## src/rtl/core/pwmemt_pkg.sv

```systemverilog
package pwmemt_pkg;

   // Timer and total widths, used by the word formats below.
   localparam int TIME_WIDTH     = 32;
   localparam int TOTAL_WIDTH    = 48;
   localparam int PULSE_WIDTH    = 16;
   localparam int ANGLE_WIDTH    = 18;
   localparam int STEP_WIDTH     = ANGLE_WIDTH + 2;
   localparam int CSR_DATA_WIDTH = 18;
   localparam int CSR_INDEX_WIDTH = 2;

   localparam logic [PULSE_WIDTH-1:0] MIN_PULSE_RESET = PULSE_WIDTH'(2560);
   localparam logic [ANGLE_WIDTH-1:0] TURN_RESET      = ANGLE_WIDTH'(81920);
   localparam logic [ANGLE_WIDTH-1:0] MAX_STEP_RESET  = ANGLE_WIDTH'(20480);

   typedef enum logic [CSR_INDEX_WIDTH-1:0] {
      CSR_MIN_PULSE = 2'd0,
      CSR_TURN      = 2'd1,
      CSR_MAX_STEP  = 2'd2,
      CSR_INVERT    = 2'd3
   } csr_index_type;

   typedef struct packed {
      logic                  edge_rising;
      logic [TIME_WIDTH-1:0] capture_time;
      logic                  run_enabled;
   } req_word_type;

   typedef struct packed {
      logic [TIME_WIDTH-1:0]         period_ticks;
      logic [TIME_WIDTH-1:0]         high_time;
      logic [ANGLE_WIDTH-1:0]        instant_angle;
      logic signed [TOTAL_WIDTH-1:0] total_angle;
      logic                          angle_updated;
      logic                          seeded;
   } rsp_word_type;

   // Word after the timing stage: measured times plus whether an angle follows.
   typedef struct packed {
      logic [TIME_WIDTH-1:0] period_ticks;
      logic [TIME_WIDTH-1:0] high_time;
      logic                  do_angle;
   } timing_word_type;

   // Word after the angle stage.
   typedef struct packed {
      logic [TIME_WIDTH-1:0]  period_ticks;
      logic [TIME_WIDTH-1:0]  high_time;
      logic                   do_angle;
      logic [ANGLE_WIDTH-1:0] angle;
   } angle_word_type;

endpackage

```

## src/rtl/core/pwm_encoder_multiturn_tracker_unit.sv

```systemverilog
// Each accepted request word moves in turn through the input, timing, angle and result
// registers. One word per cycle is taken while the result side accepts; a stall there
// backs up through this four-deep register pipeline before req_ready drops.
// Reset (synchronous, active high) empties the pipeline, loads the configuration
// defaults, clears all measurements and the total, and arms first-angle seeding.
module pwm_encoder_multiturn_tracker_unit (
   input  logic                                      clock,
   input  logic                                      reset,
   input  logic                                      req_valid,
   output logic                                      req_ready,
   input  pwmemt_pkg::req_word_type                  req_word,
   output logic                                      rsp_valid,
   input  logic                                      rsp_ready,
   output pwmemt_pkg::rsp_word_type                  rsp_word,
   input  logic                                      csr_we,
   input  logic [pwmemt_pkg::CSR_INDEX_WIDTH-1:0]    csr_index,
   input  logic [pwmemt_pkg::CSR_DATA_WIDTH-1:0]     csr_wdata
);
   import pwmemt_pkg::*;

   // Configuration registers.
   logic [PULSE_WIDTH-1:0] min_pulse_ff;
   logic [ANGLE_WIDTH-1:0] turn_ff;
   logic [ANGLE_WIDTH-1:0] max_step_ff;
   logic                   invert_ff;

   always_ff @(posedge clock) begin
      if (reset) begin
         min_pulse_ff <= MIN_PULSE_RESET;
         turn_ff      <= TURN_RESET;
         max_step_ff  <= MAX_STEP_RESET;
         invert_ff    <= 1'b0;
      end else if (csr_we) begin
         unique case (csr_index_type'(csr_index))
            CSR_MIN_PULSE: min_pulse_ff <= csr_wdata[PULSE_WIDTH-1:0];
            CSR_TURN:      turn_ff      <= csr_wdata[ANGLE_WIDTH-1:0];
            CSR_MAX_STEP:  max_step_ff  <= csr_wdata[ANGLE_WIDTH-1:0];
            CSR_INVERT:    invert_ff    <= csr_wdata[0];
            default:       ;
         endcase
      end
   end

   // Pipeline flow control. Each stage loads when it is empty or when the stage
   // after it is loading, so the pipeline runs at full rate until the result
   // register is stalled.
   logic         in_valid_ff, tm_valid_ff, an_valid_ff, rsp_valid_ff;
   req_word_type in_word_ff;
   timing_word_type tm_word_ff, tm_word_in;
   angle_word_type  an_word_ff, an_word_in;
   rsp_word_type    rsp_word_ff, rsp_word_in;

   logic rsp_load, an_load, tm_load, in_load;
   logic tm_fire, an_fire, rsp_fire;

   assign rsp_load = !rsp_valid_ff || rsp_ready;
   assign an_load  = !an_valid_ff || rsp_load;
   assign tm_load  = !tm_valid_ff || an_load;
   assign in_load  = !in_valid_ff || tm_load;

   assign tm_fire  = in_valid_ff && tm_load;
   assign an_fire  = tm_valid_ff && an_load;
   assign rsp_fire = an_valid_ff && rsp_load;

   assign req_ready = in_load;
   assign rsp_valid = rsp_valid_ff;
   assign rsp_word  = rsp_word_ff;

   always_ff @(posedge clock) begin
      if (reset) begin
         in_valid_ff  <= 1'b0;
         tm_valid_ff  <= 1'b0;
         an_valid_ff  <= 1'b0;
         rsp_valid_ff <= 1'b0;
      end else begin
         if (in_load) begin
            in_valid_ff <= req_valid;
         end
         if (tm_load) begin
            tm_valid_ff <= in_valid_ff;
         end
         if (an_load) begin
            an_valid_ff <= tm_valid_ff;
         end
         if (rsp_load) begin
            rsp_valid_ff <= an_valid_ff;
         end
      end
   end

   always_ff @(posedge clock) begin
      if (req_valid && in_load) begin
         in_word_ff <= req_word;
      end
      if (tm_fire) begin
         tm_word_ff <= tm_word_in;
      end
      if (an_fire) begin
         an_word_ff <= an_word_in;
      end
      if (rsp_fire) begin
         rsp_word_ff <= rsp_word_in;
      end
   end

   // Timing stage. A rising edge measures the period from the previous rising
   // edge and restarts the reference; a falling edge measures the high time.
   // Until a rising edge has been seen there is no reference, so a rising edge
   // only records its time and a falling edge changes nothing.
   logic [TIME_WIDTH-1:0] last_rise_ff, last_rise_in;
   logic                  rise_seen_ff, rise_seen_in;
   logic [TIME_WIDTH-1:0] period_ff, period_in;
   logic [TIME_WIDTH-1:0] high_ff, high_in;
   logic [TIME_WIDTH-1:0] since_rise;
   logic                  do_angle;

   assign since_rise = in_word_ff.capture_time - last_rise_ff;

   always_comb begin
      last_rise_in = last_rise_ff;
      rise_seen_in = rise_seen_ff;
      period_in    = period_ff;
      high_in      = high_ff;
      do_angle     = 1'b0;
      if (in_word_ff.edge_rising) begin
         if (rise_seen_ff) begin
            period_in = since_rise;
         end
         last_rise_in = in_word_ff.capture_time;
         rise_seen_in = 1'b1;
      end else if (rise_seen_ff) begin
         high_in  = since_rise;
         do_angle = in_word_ff.run_enabled;
      end
      tm_word_in.period_ticks = period_in;
      tm_word_in.high_time    = high_in;
      tm_word_in.do_angle     = do_angle;
   end

   always_ff @(posedge clock) begin
      if (reset) begin
         last_rise_ff <= '0;
         rise_seen_ff <= 1'b0;
         period_ff    <= '0;
         high_ff      <= '0;
      end else if (tm_fire) begin
         last_rise_ff <= last_rise_in;
         rise_seen_ff <= rise_seen_in;
         period_ff    <= period_in;
         high_ff      <= high_in;
      end
   end

   // Angle stage. The high time above the minimum pulse is clamped to one turn.
   // The subtraction carries an extra bit so a short pulse reads as negative.
   logic [TIME_WIDTH:0]    excess;
   logic [ANGLE_WIDTH-1:0] angle_value;

   assign excess = {1'b0, tm_word_ff.high_time} - (TIME_WIDTH + 1)'(min_pulse_ff);

   always_comb begin
      if (excess[TIME_WIDTH] || (excess == '0)) begin
         angle_value = '0;
      end else if (excess[TIME_WIDTH-1:0] > TIME_WIDTH'(turn_ff)) begin
         angle_value = turn_ff;
      end else begin
         angle_value = excess[ANGLE_WIDTH-1:0];
      end
      an_word_in.period_ticks = tm_word_ff.period_ticks;
      an_word_in.high_time    = tm_word_ff.high_time;
      an_word_in.do_angle     = tm_word_ff.do_angle;
      an_word_in.angle        = angle_value;
   end

   // Unwrap and accumulate stage. The first angle after reset only seeds the
   // reference. Later steps are folded into half a turn either way, dropped if
   // larger than the step limit, optionally negated, and added with saturation.
   logic                          awaiting_first_ff, awaiting_first_in;
   logic [ANGLE_WIDTH-1:0]        prev_angle_ff, prev_angle_in;
   logic signed [TOTAL_WIDTH-1:0] total_ff, total_in;
   logic signed [STEP_WIDTH-1:0]  raw_step, folded_step, gated_step, final_step;
   logic signed [STEP_WIDTH:0]    twice_step, turn_wide;
   logic signed [STEP_WIDTH-1:0]  turn_step, limit_step;
   logic signed [TOTAL_WIDTH:0]   total_sum;
   logic                          updated, seeded;

   localparam logic signed [TOTAL_WIDTH-1:0] TOTAL_MAX = {1'b0, {(TOTAL_WIDTH - 1){1'b1}}};
   localparam logic signed [TOTAL_WIDTH-1:0] TOTAL_MIN = {1'b1, {(TOTAL_WIDTH - 1){1'b0}}};

   assign raw_step   = $signed({2'b00, an_word_ff.angle}) - $signed({2'b00, prev_angle_ff});
   assign twice_step = {raw_step, 1'b0};
   assign turn_wide  = $signed({3'b000, turn_ff});
   assign turn_step  = $signed({2'b00, turn_ff});
   assign limit_step = $signed({2'b00, max_step_ff});

   always_comb begin
      if (twice_step < -turn_wide) begin
         folded_step = raw_step + turn_step;
      end else if (twice_step > turn_wide) begin
         folded_step = raw_step - turn_step;
      end else begin
         folded_step = raw_step;
      end
      if ((folded_step > limit_step) || (folded_step < -limit_step)) begin
         gated_step = '0;
      end else begin
         gated_step = folded_step;
      end
      final_step = invert_ff ? -gated_step : gated_step;
   end

   assign total_sum = {total_ff[TOTAL_WIDTH-1], total_ff}
                    + {{(TOTAL_WIDTH + 1 - STEP_WIDTH){final_step[STEP_WIDTH-1]}}, final_step};

   always_comb begin
      awaiting_first_in = awaiting_first_ff;
      prev_angle_in     = prev_angle_ff;
      total_in          = total_ff;
      updated           = 1'b0;
      seeded            = 1'b0;
      if (an_word_ff.do_angle) begin
         if (awaiting_first_ff) begin
            total_in          = '0;
            awaiting_first_in = 1'b0;
            seeded            = 1'b1;
         end else begin
            if (total_sum[TOTAL_WIDTH] != total_sum[TOTAL_WIDTH-1]) begin
               total_in = total_sum[TOTAL_WIDTH] ? TOTAL_MIN : TOTAL_MAX;
            end else begin
               total_in = total_sum[TOTAL_WIDTH-1:0];
            end
            updated = 1'b1;
         end
         prev_angle_in = an_word_ff.angle;
      end
      rsp_word_in.period_ticks  = an_word_ff.period_ticks;
      rsp_word_in.high_time     = an_word_ff.high_time;
      rsp_word_in.instant_angle = prev_angle_in;
      rsp_word_in.total_angle   = total_in;
      rsp_word_in.angle_updated = updated;
      rsp_word_in.seeded        = seeded;
   end

   always_ff @(posedge clock) begin
      if (reset) begin
         awaiting_first_ff <= 1'b1;
         prev_angle_ff     <= '0;
         total_ff          <= '0;
      end else if (rsp_fire) begin
         awaiting_first_ff <= awaiting_first_in;
         prev_angle_ff     <= prev_angle_in;
         total_ff          <= total_in;
      end
   end

`ifndef NO_ASSERTIONS
   // A word either seeds the reference or adds a step, never both.
   assert property (@(posedge clock) disable iff (reset)
      rsp_valid_ff |-> !(rsp_word_ff.seeded && rsp_word_ff.angle_updated))
      else $error("result word both seeded and updated");

   // Once an angle has been taken, seeding is disarmed.
   assert property (@(posedge clock) disable iff (reset)
      (rsp_fire && an_word_ff.do_angle) |=> !awaiting_first_ff)
      else $error("seeding still armed after an angle");

   // The total only moves when an angle is processed.
   assert property (@(posedge clock) disable iff (reset)
      (rsp_fire && !an_word_ff.do_angle) |=> $stable(total_ff))
      else $error("total changed without an angle");

   // Reset leaves no result pending.
   assert property (@(posedge clock)
      reset |=> !rsp_valid_ff)
      else $error("result valid right after reset");
`endif

endmodule

```

## config.mk

```make
export PLATFORM = sky130hd
export DESIGN_NAME = pwm_encoder_multiturn_tracker_unit
export DESIGN_NICKNAME = d
export VERILOG_FILES = /design/src/rtl/core/pwmemt_pkg.sv /design/src/rtl/core/pwm_encoder_multiturn_tracker_unit.sv
export SDC_FILE = /design/constraint.sdc
export NUM_CORES = 1
export LEC_CHECK = 0
export BUFFER_PORTS_ARGS = -buffer_cell sky130_fd_sc_hd__buf_2
export CORE_UTILIZATION = 35
export CTS_CLUSTER_SIZE = 28
export DETAILED_ROUTE_END_ITERATION = 8
export PLACE_DENSITY = 0.59
export SLEW_MARGIN = 20
export SYNTH_ARGS = -nofsm -noshare
export SYNTH_HDL_FRONTEND = slang
export SYNTH_SLANG_ARGS = --single-unit
```

## constraint.sdc

```tcl
create_clock -name clock -period 22.2 [get_ports clock]
set_input_delay 4.44 -clock clock [delete_from_list [all_inputs] [get_ports clock]]
set_output_delay 4.44 -clock clock [all_outputs]
set_load 0.005 [all_outputs]
```

# ---- After elaboration in Yosys (flattened, before gate mapping)
# Cells that the tools add are included.
dict set report totals {
  regBits 535
  latchBits 0
  ram_bits 0
  mem_bits_ro 0
  output_inout_bits 134
  elab_cells 89
  n_memories 0
}
dict set report op_classes {
  n_addsub 9
  n_mul 0
  div_mod_pow 0
  n_lt_le_gt_ge 5
  n_eq_ne 4
  shifts 0
  muxes 16
  bitwise 1
  n_reduce_logical 23
}
# operator n
set ops {}
lappend ops {{48-bit two-way mux} 4}
lappend ops {{32-bit two-way mux} 4}
lappend ops {{20-bit two-way mux} 4}
lappend ops {{48-bit by 20-bit adder with 49-bit output} 1}
lappend ops {{20-bit by 19-bit greater-than comparator with 1-bit output} 2}
lappend ops {{18-bit two-way mux} 2}
lappend ops {{33-bit zero test} 1}
lappend ops {{32-bit by 16-bit subtractor with 33-bit output} 1}
lappend ops {{32-bit by 18-bit greater-than comparator with 1-bit output} 1}
lappend ops {{32-bit subtractor} 1}
lappend ops {{20-bit by 21-bit < comparator with 1-bit output} 1}
lappend ops {{18-bit negation with 21-bit output} 1}
lappend ops {{19-bit by 19-bit adder with 20-bit output} 1}
lappend ops {{20-bit < comparator} 1}
lappend ops {{18-bit negation with 20-bit output} 1}
lappend ops {{20-bit negation} 1}
lappend ops {{19-bit by 19-bit subtractor with 20-bit output} 1}
lappend ops {{18-bit by 18-bit subtractor with 19-bit output} 1}
lappend ops {{2-bit AND reduction} 6}
lappend ops {{1-bit logical OR} 6}
lappend ops {{2-bit equality test, second input constant} 2}
lappend ops {{1-bit logical AND} 4}
lappend ops {{1-bit zero test} 4}
lappend ops {{2-bit by 1-bit equality test with 1-bit output, second input constant} 1}
lappend ops {{other kinds (5)} 6}

# ---- Logic depth before layout (Yosys ltp)
# Gate-level depths: netlist (run 1).
dict set report logic_depth {
  ltp_word 14
  depth_mapped 55
}

# ---- Worst setup path after synthesis (run 1)
# No wires, ideal clock.
dict set report synth_path {
  path_kind {flip-flop to flip-flop}
  from {register an_word_ff[0] (netlist bit)}
  to {register rsp_word_ff (netlist bit rsp_word[10]), data pin}
  setup_ns 0.274
  arrival_ns 10.966
  required_time_ns 21.926
  slack_ns 10.960
  path_stages_with_launch 50
  n_path_buf 4
  synth_period_minus_slack_ns 11.240
  path_cell_list {edfxtp_1 -> inv_1 -> ha_1 -> inv_1 -> fa_1 -> a211oi_1 -> nor2_1 -> o21a_1 -> o21a_1 -> o21a_1 -> nor2_1 -> xnor2_1 -> ha_1 -> a21o_1 -> a21oi_1 -> o22ai_1 -> o31a_1 -> o31a_1 -> [14 not listed] -> o2bb2ai_1 -> clkbuf_1 -> nand3_1 -> o22ai_1 -> ha_1 -> a21oi_1 -> o21a_1 -> o211ai_1 -> o41ai_1 -> o21a_1 -> a21oi_1 -> o21ai_0 -> a31oi_1 -> o31ai_1 -> nand2_1 -> nand2_1 -> clkbuf_1 -> o22ai_1}
}
dict set report synth_via {
  elab_chain_len 14
  word_cells_on_any_way 19
  classes_between {add/sub (5); order compare (4); eq/ne (1); mux (8); reduce/logical (1)}
}
# item line_no
set synth_lines {}
lappend synth_lines {{start, declared} pwm_encoder_multiturn_tracker_unit.sv:50} ;# angle_word_type an_word_ff, an_word_in;
lappend synth_lines {{start signal, assigned} pwm_encoder_multiturn_tracker_unit.sv:99} ;# an_word_ff <= an_word_in;
lappend synth_lines {{18-bit by 18-bit subtractor with 19-bit output *} pwm_encoder_multiturn_tracker_unit.sv:190} ;# assign raw_step = $signed({2'b00, an_word_ff.angle}) - $signed({2'b00, prev_angle_ff});
lappend synth_lines {{19-bit by 19-bit subtractor with 20-bit output / 20-bit by 19-bit greater-than comparator with 1-bit output (equally long branches)} {pwm_encoder_multiturn_tracker_unit.sv:200, pwm_encoder_multiturn_tracker_unit.sv:199}}
lappend synth_lines {{20-bit two-way mux} pwm_encoder_multiturn_tracker_unit.sv:199} ;# end else if (twice_step > turn_wide) begin
lappend synth_lines {{20-bit two-way mux *} pwm_encoder_multiturn_tracker_unit.sv:197} ;# if (twice_step < -turn_wide) begin
lappend synth_lines {{20-bit by 19-bit greater-than comparator with 1-bit output / 20-bit < comparator (equally long branches)} pwm_encoder_multiturn_tracker_unit.sv:204} ;# if ((folded_step > limit_step) || (folded_step < -limit_step)) begin
lappend synth_lines {{1-bit logical OR} pwm_encoder_multiturn_tracker_unit.sv:204}
lappend synth_lines {{20-bit two-way mux *} pwm_encoder_multiturn_tracker_unit.sv:204}
lappend synth_lines {{20-bit negation} pwm_encoder_multiturn_tracker_unit.sv:209} ;# final_step = invert_ff ? -gated_step : gated_step;
lappend synth_lines {{20-bit two-way mux *} pwm_encoder_multiturn_tracker_unit.sv:209}
lappend synth_lines {{48-bit by 20-bit adder with 49-bit output *} pwm_encoder_multiturn_tracker_unit.sv:213} ;# + {{(TOTAL_WIDTH + 1 - STEP_WIDTH){final_step[STEP_WIDTH-1]}}, final_step};
lappend synth_lines {{48-bit two-way mux / 1-bit != test (equally long branches)} {pwm_encoder_multiturn_tracker_unit.sv:228, pwm_encoder_multiturn_tracker_unit.sv:227}}
lappend synth_lines {{48-bit two-way mux *} pwm_encoder_multiturn_tracker_unit.sv:227} ;# if (total_sum[TOTAL_WIDTH] != total_sum[TOTAL_WIDTH-1]) begin
lappend synth_lines {{48-bit two-way mux *} pwm_encoder_multiturn_tracker_unit.sv:222} ;# if (awaiting_first_ff) begin
lappend synth_lines {{48-bit two-way mux *} pwm_encoder_multiturn_tracker_unit.sv:221} ;# if (an_word_ff.do_angle) begin
lappend synth_lines {{net total_in[8]} pwm_encoder_multiturn_tracker_unit.sv:180} ;# logic signed [TOTAL_WIDTH-1:0] total_ff, total_in;
lappend synth_lines {{end signal, assigned} pwm_encoder_multiturn_tracker_unit.sv:102} ;# rsp_word_ff <= rsp_word_in;
lappend synth_lines {{end, declared} pwm_encoder_multiturn_tracker_unit.sv:51} ;# rsp_word_type rsp_word_ff, rsp_word_in;
# Mark *: on every way through the listed nets, which the timed path passes. The rest lies on a longest branch.
# A chain may end at the register's enable or synchronous reset.

# ---- Final worst setup path (run 1)
dict set report layout_path {
  from {register an_word_ff[0] (netlist bit)}
  to {register rsp_word_ff (netlist bit rsp_word[43]), data pin}
}
# Same word-level chain as after synthesis.

==> metrics, run 1 <==
gr usage total 18.1%; Fmax achieved 71.1 MHz; Top delay family on crit path compound AO/OA/AOI/OAI gates; grt ovf 0; max_cap viols 0; Cell Area, Synth 30100 um2; Relative slew margins 33.3%; Die Span Y about 300 um; cts hold-fix bufs 0; share of cells above drive strength 1 11.5%; slew of the pin with the lowest slew margin 1000 ps; Synth Area per Inst ~9.3 um2; Ports 193; CP Buf/Inv Count 5; syn nets 3533; CP required 22510 ps; worst setup margin 8130 ps; status completed; CTS sink cnt 535; Layout Skew 52.1 ps; latest clock arrival within the worst-skew pair 650 ps; drt via density 5.16; Startpoint Class flop; First-pass DRT Iterations 5; die extent in x 295 um; slowest CP cell o31ai_1; Initial Util 35.3%; final antenna-violating net count 0; CP dominant cell by count a21oi_1; final setup vio count 0; final cycle utilization of the critical path 63.4%; Pwr per Cell Area roughly 77 nW/um2; Final TNS setup 0 ps; Area growth syn-to-layout 14.5%; Yosys warning count 0; CTS tree yes; CTS-repair resized insts 0; post-layout util 40.4%; dpl hpwl around 59 mm; largest net degree at the start of global routing 87; DP Cell Count approximately 4500; Final Wtd Congestion approximately 0.9; Distinct cells, synth 80; n_diodes 0; Synth async-reset ratio 0%; DRC 0; Place WS a little over 8000 ps; HP Class flop to flop; class of the most critical setup path flop to flop; Worst VDD drop 0.0000623 V; H-tree Lvls 2; cell row count 107; cells after synthesis about 3200; setup bufs post-CTS 0; Period minus WS final ~14000 ps; EDFF count, synth between 300 and 400; LEAKAGE 13.2 nW; Most used DFF post-synth edfxtp_1; register area share after synthesis 46.1%; clk buf depth 3; total core area 85100 um2; final wirelength 79.9 mm; Slew Limit Fails 0; number of global-route vias before repair 22471; Crit Path Max Fanout 34; mean routed wirelength per cell 17.5 um; total CTS buffers 59; root buf cell clkbuf_16; Non-Filler Instances 4573; Largest stage delay, worst path 830 ps; Crit path arrival time 14370 ps; clock slew at reported path FFs 70 ps; total die area 87100 um2; quantity of I/O buffers inserted on ports 192; FF+latch count, synth 535; final hold viol count 0; Via Count 23581; unrepaired setup endpoints after global routing no; endpoint class of the critical path flop; Iter 0 DRT Violations 1453; initial antenna violation count 1; fin nets 3690; global-route wire length before repair 126 mm
## sequential cells by signal, summed over array words and instances (netlist names), 32 cells and up
| register | cells |
|---|---|
| period_ff | 32 |
| total_ff | 48 |
| rsp_word | 132 |
| in_word_ff | 34 |
| an_word_in | 65 |
| an_word_ff | 83 |
| last_rise_ff | 32 |
| high_ff | 32 |
## area by class of cell
type / instances / area, um2
clock buffers: 79 / 1680
clock inverters: 33 / 472
fillers: 8511 / 50700
inverters: 204 / 773
multi-input cells: 2360 / 15000
flip-flops and latches: 535 / 13900
well taps: 1144 / 1430
repair buffers: 218 / 1160
## Yosys cell counts (all sizes together) (51+ instances only)
cell    number  area, um2
clkbuf     111        417
nand2      550       2060
dfxtp      221       4420
inv        204        766
edfxtp     314       9430
ha         246       3080
a21o        67        503
a21oi      290       1460
o22ai       51        319
nor2       233        877
xnor2      103        902
o21ai      163        816
## cell usage in the layout, fill, tap and decap left out, types with 31 or more instances in the layout
cell type  instances
dfxtp_1          221
a211oi_1          31
nor2b_1           35
nor3_1            48
nor2_1           231
clkbuf_16         62
xor2_1            34
edfxtp_1         314
buf_2            191
a21oi_1          287
o21ai_0          161
nand3_1           44
ha_1             246
o21a_1            35
nand2_1          548
xnor2_1          102
inv_1            201
o22ai_1           50
a21o_1            67
## metal layers
metal,share of wire [%],GRT usage (%),routed length [um]
met1,45,23.7,36000
met3,3.8,2.07,3080
met4,2.9,5.66,2340
met5,0,0,0
met2,48,31.2,38500
## power by group
part / internal [mW] / leakage, nW / switching, mW
sequential: 1.08 / 4.71 / 0.0175
clock: 0.640 / 1.05 / 0.428
combinational: 0.177 / 7.45 / 0.295
## through the flow
stage	total power [mW]	hold WS, ps	instance area, um2
floorplan	1.46	400	30100
global placement	1.58	403	32200
detailed placement	1.59	405	32200
CTS	2.66	415	34400
global route	2.76	417	34400
finish	2.64	413	34400
## final timing paths
kind             startpoint       endpoint  slack [ps]  cells after the start
max           an_word_ff[0]   rsp_word[43]        8130                     50
min          an_word_ff[76]  rsp_word[125]         410                      0
max reg2reg   an_word_ff[0]   rsp_word[43]        8130                     50
min reg2reg  an_word_ff[76]  rsp_word[125]         410                      0
## cells by family (layout without fill, tap and decap cells)
group,after synthesis,after routing,synth area share (%)
AOI/OAI and AO/OA,820,820,17.1
xor gates and xnor gates,137,137,3.99
adders and majority gates,254,254,10.7
buffers and inverters,326,534,4.10
DFF,535,535,46.1
muxes,49,49,1.76
and+or+nand+nor,1100,1100,16.2
Power figures use the tool's default switching activity.
==> run 2: changes to the inputs <==
==> constraint.sdc (replaced) <==
create_clock -name clock -period 13.3 [get_ports clock]
set_input_delay 2.66 -clock clock [delete_from_list [all_inputs] [get_ports clock]]
set_output_delay 2.66 -clock clock [all_outputs]
set_load 0.005 [all_outputs]
==> run 2 against run 1 <==
  * Clock skew is 25 ps higher
  * First-iteration DRC count decreased by 5.3%
  * Sequential cell count unchanged
  * Die area did not move
  * Combinational power rose by 68%
  * Critical path depth fell by 1
  * Global-route usage down 0.081 points
  * Utilization down 0.13 points
  * Clock-buffer cell count fell by 2
  * Final cell count about the same
  * Clock power increased by 53%
  * Sequential share of layout area grew 0.13 points
  * Critical path type unchanged
==> metrics, run 2 (same netlist as run 1, synthesis figures left out) <==
cell row count 107 (unchanged); Pwr Total 4.26 mW (was 2.64 mW); LEAKAGE 13.1 nW (was 13.2 nW); Pwr per Cell Area 124 nW/um2 (was 76.6 nW/um2); final setup vio count 0 (unchanged); total CTS buffers 58 (was 59); Largest stage delay, worst path 660 ps (was 830 ps); slowest CP cell or4_1 (was o31ai_1); cells on worst reg2reg path 49 (was 50); Relative slew margins 25.3% (was 33.3%); clk buf depth 3 (unchanged); mean routed wirelength per cell 17.5 um (about the same); reg2reg end rsp_word[43] (unchanged); Period minus WS final 12270 ps (was 14070 ps); fin nets 3695 (was 3690); die extent in x 295 um (unchanged); slew of the pin with the lowest slew margin 1120 ps (was 1000 ps); Ports 193 (unchanged); unrepaired setup endpoints after global routing no (unchanged); grt ovf 0 (unchanged); DP Area 32300 um2 (was 32200 um2); cts hold-fix bufs 0 (unchanged); reg2reg setup slack 1030 ps (was 8130 ps); Layout Skew 76.9 ps (was 52.1 ps); Crit Path Max Fanout 45 (was 34); initial antenna violation count 0 (was 1); final cycle utilization of the critical path 92.2% (was 63.4%); class of the most critical setup path flop to flop (unchanged); dpl hpwl 58.5 mm (was 59.1 mm); final hold viol count 0 (unchanged); hold_ws 394 ps (was 413 ps); n_diodes 0 (unchanged); Iter 0 DRT Violations 1376 (was 1453); CTS tree yes (unchanged); root buf cell clkbuf_16 (unchanged); most frequent cells in the layout nand2_1, edfxtp_1, a21oi_1, ha_1, nor2_1 (unchanged); Reg area 13900 um2 (unchanged); drt via density 5.14 (was 5.16); Startpoint Class flop (unchanged); HP Class flop to flop (unchanged); First-pass DRT Iterations 5 (unchanged); Initial Util 35.3% (unchanged); critical path capture point rsp_word[43] (unchanged); Stages on worst setup path 49 (was 50); CP Buf/Inv Count 6 (was 5); share of cells above drive strength 1 11.4% (was 11.5%); total core area 85100 um2 (unchanged); Slew Limit Fails 0 (unchanged); max_cap viols 0 (unchanged); RR Startpoint an_word_ff[0] (unchanged); total die area 87100 um2 (unchanged); quantity of I/O buffers inserted on ports 192 (unchanged); Die Span Y 295 um (unchanged); max reg flops 132 (unchanged); DRC 0 (unchanged); final wirelength 80.2 mm (was 79.9 mm); multi-input logic area 15000 um2 (unchanged); clock slew at reported path FFs 60 ps (was 70 ps); CP required 13610 ps (was 22510 ps); Setup crit start an_word_ff[0] (unchanged); Design Area, Final 34300 um2 (was 34400 um2); CTS sink cnt 535 (unchanged); Fmax achieved 81.5 MHz (was 71.1 MHz); Area growth syn-to-layout 14.1% (was 14.5%); number of global-route vias before repair 22486 (was 22471); Final TNS setup 0 ps (unchanged); endpoint class of the critical path flop (unchanged); H-tree Lvls 2 (unchanged); Top delay family on crit path compound AO/OA/AOI/OAI gates (unchanged); final antenna-violating net count 0 (unchanged); Crit path arrival time 12580 ps (was 14370 ps); Final Wtd Congestion 0.912 (was 0.923); latest clock arrival within the worst-skew pair 660 ps (was 650 ps); commonest non-fill, non-tap cell in the layout nand2_1 (unchanged); Worst VDD drop 0.000106 V (was 0.0000623 V); global-route wire length before repair 125 mm (was 126 mm); Via Count 23518 (was 23581); gr usage total 18.0% (was 18.1%); status completed (unchanged); largest net degree at the start of global routing 98 (was 87); fill count 8543 (was 8511)
[run 2: cell count changes in the layout (fill, tap and decap cells not counted), moves of 2 or more]
cell / before / now
buf_12: 0 / 2
buf_4: 26 / 30
bufinv_16: 9 / 6
clkbuf_1: 11 / 14
clkbuf_16: 62 / 59
clkbuf_8: 6 / 4
clkinv_1: 3 / 7
[run 2: worst min path at each step]
stage	startpoint	endpoint	slack, ps	cells past startpoint
final	an_word_ff[28]	rsp_word[77]	390	0
after floorplan	an_word_in[18]	an_word_ff[18]	400	0
after global routing	an_word_ff[28]	rsp_word[77]	420	0
after detailed placement	an_word_in[63]	an_word_ff[63]	400	0
after global placement	an_word_ff[33]	rsp_word[82]	400	0
after CTS	an_word_ff[28]	rsp_word[77]	410	0
[run 2: per-layer routing]
metal	track usage [%]	vias up	wire length [um]
met5	0	-	0
met4	5.70	0	2120
met3	2.06	118	3130
met2	31.3	487	38900
met1	23.3	11080	36000
li1	-	11833	-
[run 2: layout make-up]
cell class / count / share of cell area, %
clock buffer: 77 / 4.62
clock inverter: 33 / 1.11
inverter: 204 / 2.25
multi-input combinational: 2360 / 43.8
sequential: 535 / 40.4
tap: 1144 / 4.17
timing repair buffer: 224 / 3.59
[run 2: report_power, final]
part	internal, mW	switching [mW]
registers	1.80	0.0301
clock network	0.959	0.686
logic	0.298	0.491
[run 2: worst reg2reg max path, delay by kind of cell (launching register included)]
family                   cells  cell delay (ps)
multiplexers                 1              330
adder cells (fa/ha/maj)      6             1850
AND/OR/NAND/NOR             12             2180
AO/OA/AOI/OAI               23             5910
buffers and inverters        6             1000
flip-flops                   1              380
XOR/XNOR                     1              320
[run 2: timing repair]
item	in CTS	in global routing
resized for setup	0	4
setup buffers	0	2
setup endpoints to repair	0	93
[run 2: per-stage QoR]
stage | utilization [%] | setup WS (ps) | std cells
6_report | 40.3 | 1030 | 4577
3_5_place_dp | 37.9 | 562 | 4465
5_1_grt | 40.3 | 4.33 | 4577
3_3_place_gp | 37.9 | 997 | 4465
4_1_cts | 40.2 | 508 | 4575
2_1_floorplan | - | 2060 | 3221
==> run 3: changes to the inputs <==
--- a/config.mk
+++ b/config.mk
@@ -5,7 +5,9 @@
 export SDC_FILE = /design/constraint.sdc
 export NUM_CORES = 1
 export LEC_CHECK = 0
+export ABC_AREA = 1
 export BUFFER_PORTS_ARGS = -buffer_cell sky130_fd_sc_hd__buf_2
+export CORE_MARGIN = 4
 export CORE_UTILIZATION = 35
 export CTS_CLUSTER_SIZE = 28
 export DETAILED_ROUTE_END_ITERATION = 8
==> run 3 against run 2 <==
  * Non-clock buffer count decreased by 8
  * Utilization down 0.57 points
  * Sequential share of layout area is 2.3 points lower
==> metrics, run 3 <==
Via Count 26317 (was 23518); cells after synthesis 3739 (was 3221); Worst VDD drop 0.000103 V (was 0.000106 V); grt ovf 0 (unchanged); Startpoint Class flop (unchanged); Area growth syn-to-layout 12.6% (was 14.1%); CTS tree yes (unchanged); most frequent cells in the layout nand2_1, inv_1, a21oi_1, o21ai_0, edfxtp_1 (was nand2_1, edfxtp_1, a21oi_1, ha_1, nor2_1); clock slew at reported path FFs 60 ps (about the same); share of the synthesized area in the top cell type 29.2% (was 31.4%); latest clock arrival within the worst-skew pair 670 ps (was 660 ps); clk buf depth 3 (unchanged); dpl hpwl 71.2 mm (was 58.5 mm); Die Span Y 312 um (was 295 um); total core area 91500 um2 (was 85100 um2); Pwr per Cell Area 136 nW/um2 (was 124 nW/um2); Period minus WS final 10990 ps (was 12270 ps); register area share after synthesis 42.9% (was 46.1%); wl on met1 43.6 mm (was 36.0 mm); Crit path arrival time 11420 ps (was 12580 ps); HP Class flop to flop (unchanged); H-tree Lvls 2 (unchanged); final setup vio count 0 (unchanged); Layout Skew 31.7 ps (was 76.9 ps); First-pass DRT Iterations 5 (unchanged); Largest stage delay, worst path 580 ps (was 660 ps); max layer used met4 (unchanged); slew of the pin with the lowest slew margin 1050 ps (was 1120 ps); Synth async-reset ratio 0% (unchanged); cts hold-fix bufs 0 (unchanged); total CTS buffers 61 (was 58); endpoint class of the critical path flop (unchanged); Ports 193 (unchanged); root buf cell clkbuf_16 (unchanged); Distinct cells, synth 62 (was 80); quantity of I/O buffers inserted on ports 192 (unchanged); FF+latch count, synth 535 (unchanged); max_cap viols 0 (unchanged); met2 WL 43.1 mm (was 38.9 mm); Slew Limit Fails 0 (unchanged); DR WL met3 5.03 mm (was 3.13 mm); initial antenna violation count 5 (was 0); drt via density 5.13 (was 5.14); Reg area 13900 um2 (unchanged); multi-input logic area 16100 um2 (was 15000 um2); commonest non-fill, non-tap cell in the layout nand2_1 (unchanged); gr usage total 18.7% (was 18.0%); dominant cells by area after synthesis edfxtp_1, dfxtp_1, ha_1 (unchanged); die extent in x 312 um (was 295 um); fill count 9215 (was 8543); Initial Util 35.3% (about the same); DP Cell Count 5010 (was 4465); syn nets 4051 (was 3533); final wirelength 93.9 mm (was 80.2 mm); final cycle utilization of the critical path 82.7% (was 92.2%); slowest CP cell xor2_1 (was or4_1); Crit Path Max Fanout 31 (was 45); Synth Area per Inst 8.63 um2 (was 9.33 um2); class of the most critical setup path flop to flop (unchanged); CTS sink cnt 535 (unchanged); EDFF count, synth 314 (unchanged); global-route wire length before repair 145 mm (was 125 mm); Iter 0 DRT Violations 1940 (was 1376); CP required 13730 ps (was 13610 ps); share of cells above drive strength 1 13.1% (was 11.4%); CTS-repair resized insts 0 (unchanged); largest net degree at the start of global routing 97 (was 98); Cell Area, Synth 32300 um2 (was 30100 um2); Yosys warning count 0 (unchanged); most common cell in the netlist nand2_1 (unchanged); mean routed wirelength per cell 18.3 um (was 17.5 um); Most used DFF post-synth edfxtp_1 (unchanged); Final TNS setup 0 ps (unchanged); Non-Filler Instances 5126 (was 4577); unrepaired setup endpoints after global routing no (unchanged); DRC 0 (unchanged); CP dominant cell by count nand2_1; Final Wtd Congestion 0.969 (was 0.912); Relative slew margins 30.3% (was 25.3%); cell row count 111 (was 107); max reg flops 132 (unchanged); Fmax achieved 91.0 MHz (was 81.5 MHz); final hold viol count 0 (unchanged); number of global-route vias before repair 25309 (was 22486); top post-synthesis cells by count nand2_1, inv_1, a21oi_1 (was nand2_1, edfxtp_1, a21oi_1); fin nets 4199 (was 3695); status completed (unchanged); LEAKAGE 15.1 nW (was 13.1 nW); final antenna-violating net count 0 (unchanged); Pwr Total 4.94 mW (was 4.26 mW); setup bufs post-CTS 0 (unchanged); area leader, netlist edfxtp_1 (unchanged); total die area 97100 um2 (was 87100 um2)
==> run 3: changes by cell type in the layout (fill, tap and decap cells not counted), sizes merged, moves of 95 or more <==
cell,before,now
a21oi,290,422
inv,206,440
nand2,550,645
nand3,44,276
o21ai,163,366
xor2,34,134
==> run 3: final cells by class <==
class                      count  share of cell area (%)
antenna                        1                 0.00689
multi-input combinational   2633                    44.2
clock inverter                32                    1.05
clock buffer                  83                    4.79
tap                         1186                    4.08
timing repair buffer         216                    3.14
sequential                   535                    38.1
inverter                     440                    4.58
==> run 3: cell families after synthesis <==
group	after synthesis	synth area share, %
DFF	535	42.9
buffers and inverters	571	7.36
AOI/OAI and AO/OA	952	16.7
adders and majority gates	253	9.97
and+or+nand+nor	1255	18.3
xor gates and xnor gates	173	4.79
==> run 3: final timing paths <==
path,depth (start not counted),to,start,slack [ps]
max,60,rsp_word[4],an_word_ff[0],2310
min,0,an_word_ff[65],an_word_in[65],410
max reg2reg,60,rsp_word[4],an_word_ff[0],2310
min reg2reg,0,an_word_ff[65],an_word_in[65],410
==> run 3: worst max-delay path, delay by kind of cell (launching register included) <==
family / cells / cell delay [ps]
flip-flops: 1 / 380
AO/OA/AOI/OAI: 13 / 2400
adder cells (fa/ha/maj): 5 / 1340
buffers and inverters: 9 / 1600
AND/OR/NAND/NOR: 30 / 3950
XOR/XNOR: 3 / 990
==> run 3: power breakdown <==
group	leakage, nW	total [mW]	switching (mW)	internal [mW]
Combinational	9.31	1.34	0.903	0.437
Sequential	4.75	1.86	0.0379	1.82
Clock	1.03	1.75	0.727	1.02
Total	15.1	4.94	1.67	3.28
==> run 3: metrics by stage <==
stage / setup slack [ps] / hold slack, ps / utilization (%) / instance area (um2)
CTS: 2350 / 417 / 39.7 / 36300
finish: 2310 / 415 / 39.7 / 36300
global placement: 2700 / 403 / 37.4 / 34200
detailed placement: 2370 / 405 / 37.4 / 34200
global route: 1250 / 421 / 39.7 / 36300
floorplan: 4730 / 400 / - / 32300
==> run 3: routing by layer <==
metal  GRT usage (%)  vias to the layer above
met5               0                        -
met4            4.95                        0
met3            2.88                      120
met2            30.9                      624
met1            25.6                    12408
li1                -                    13165
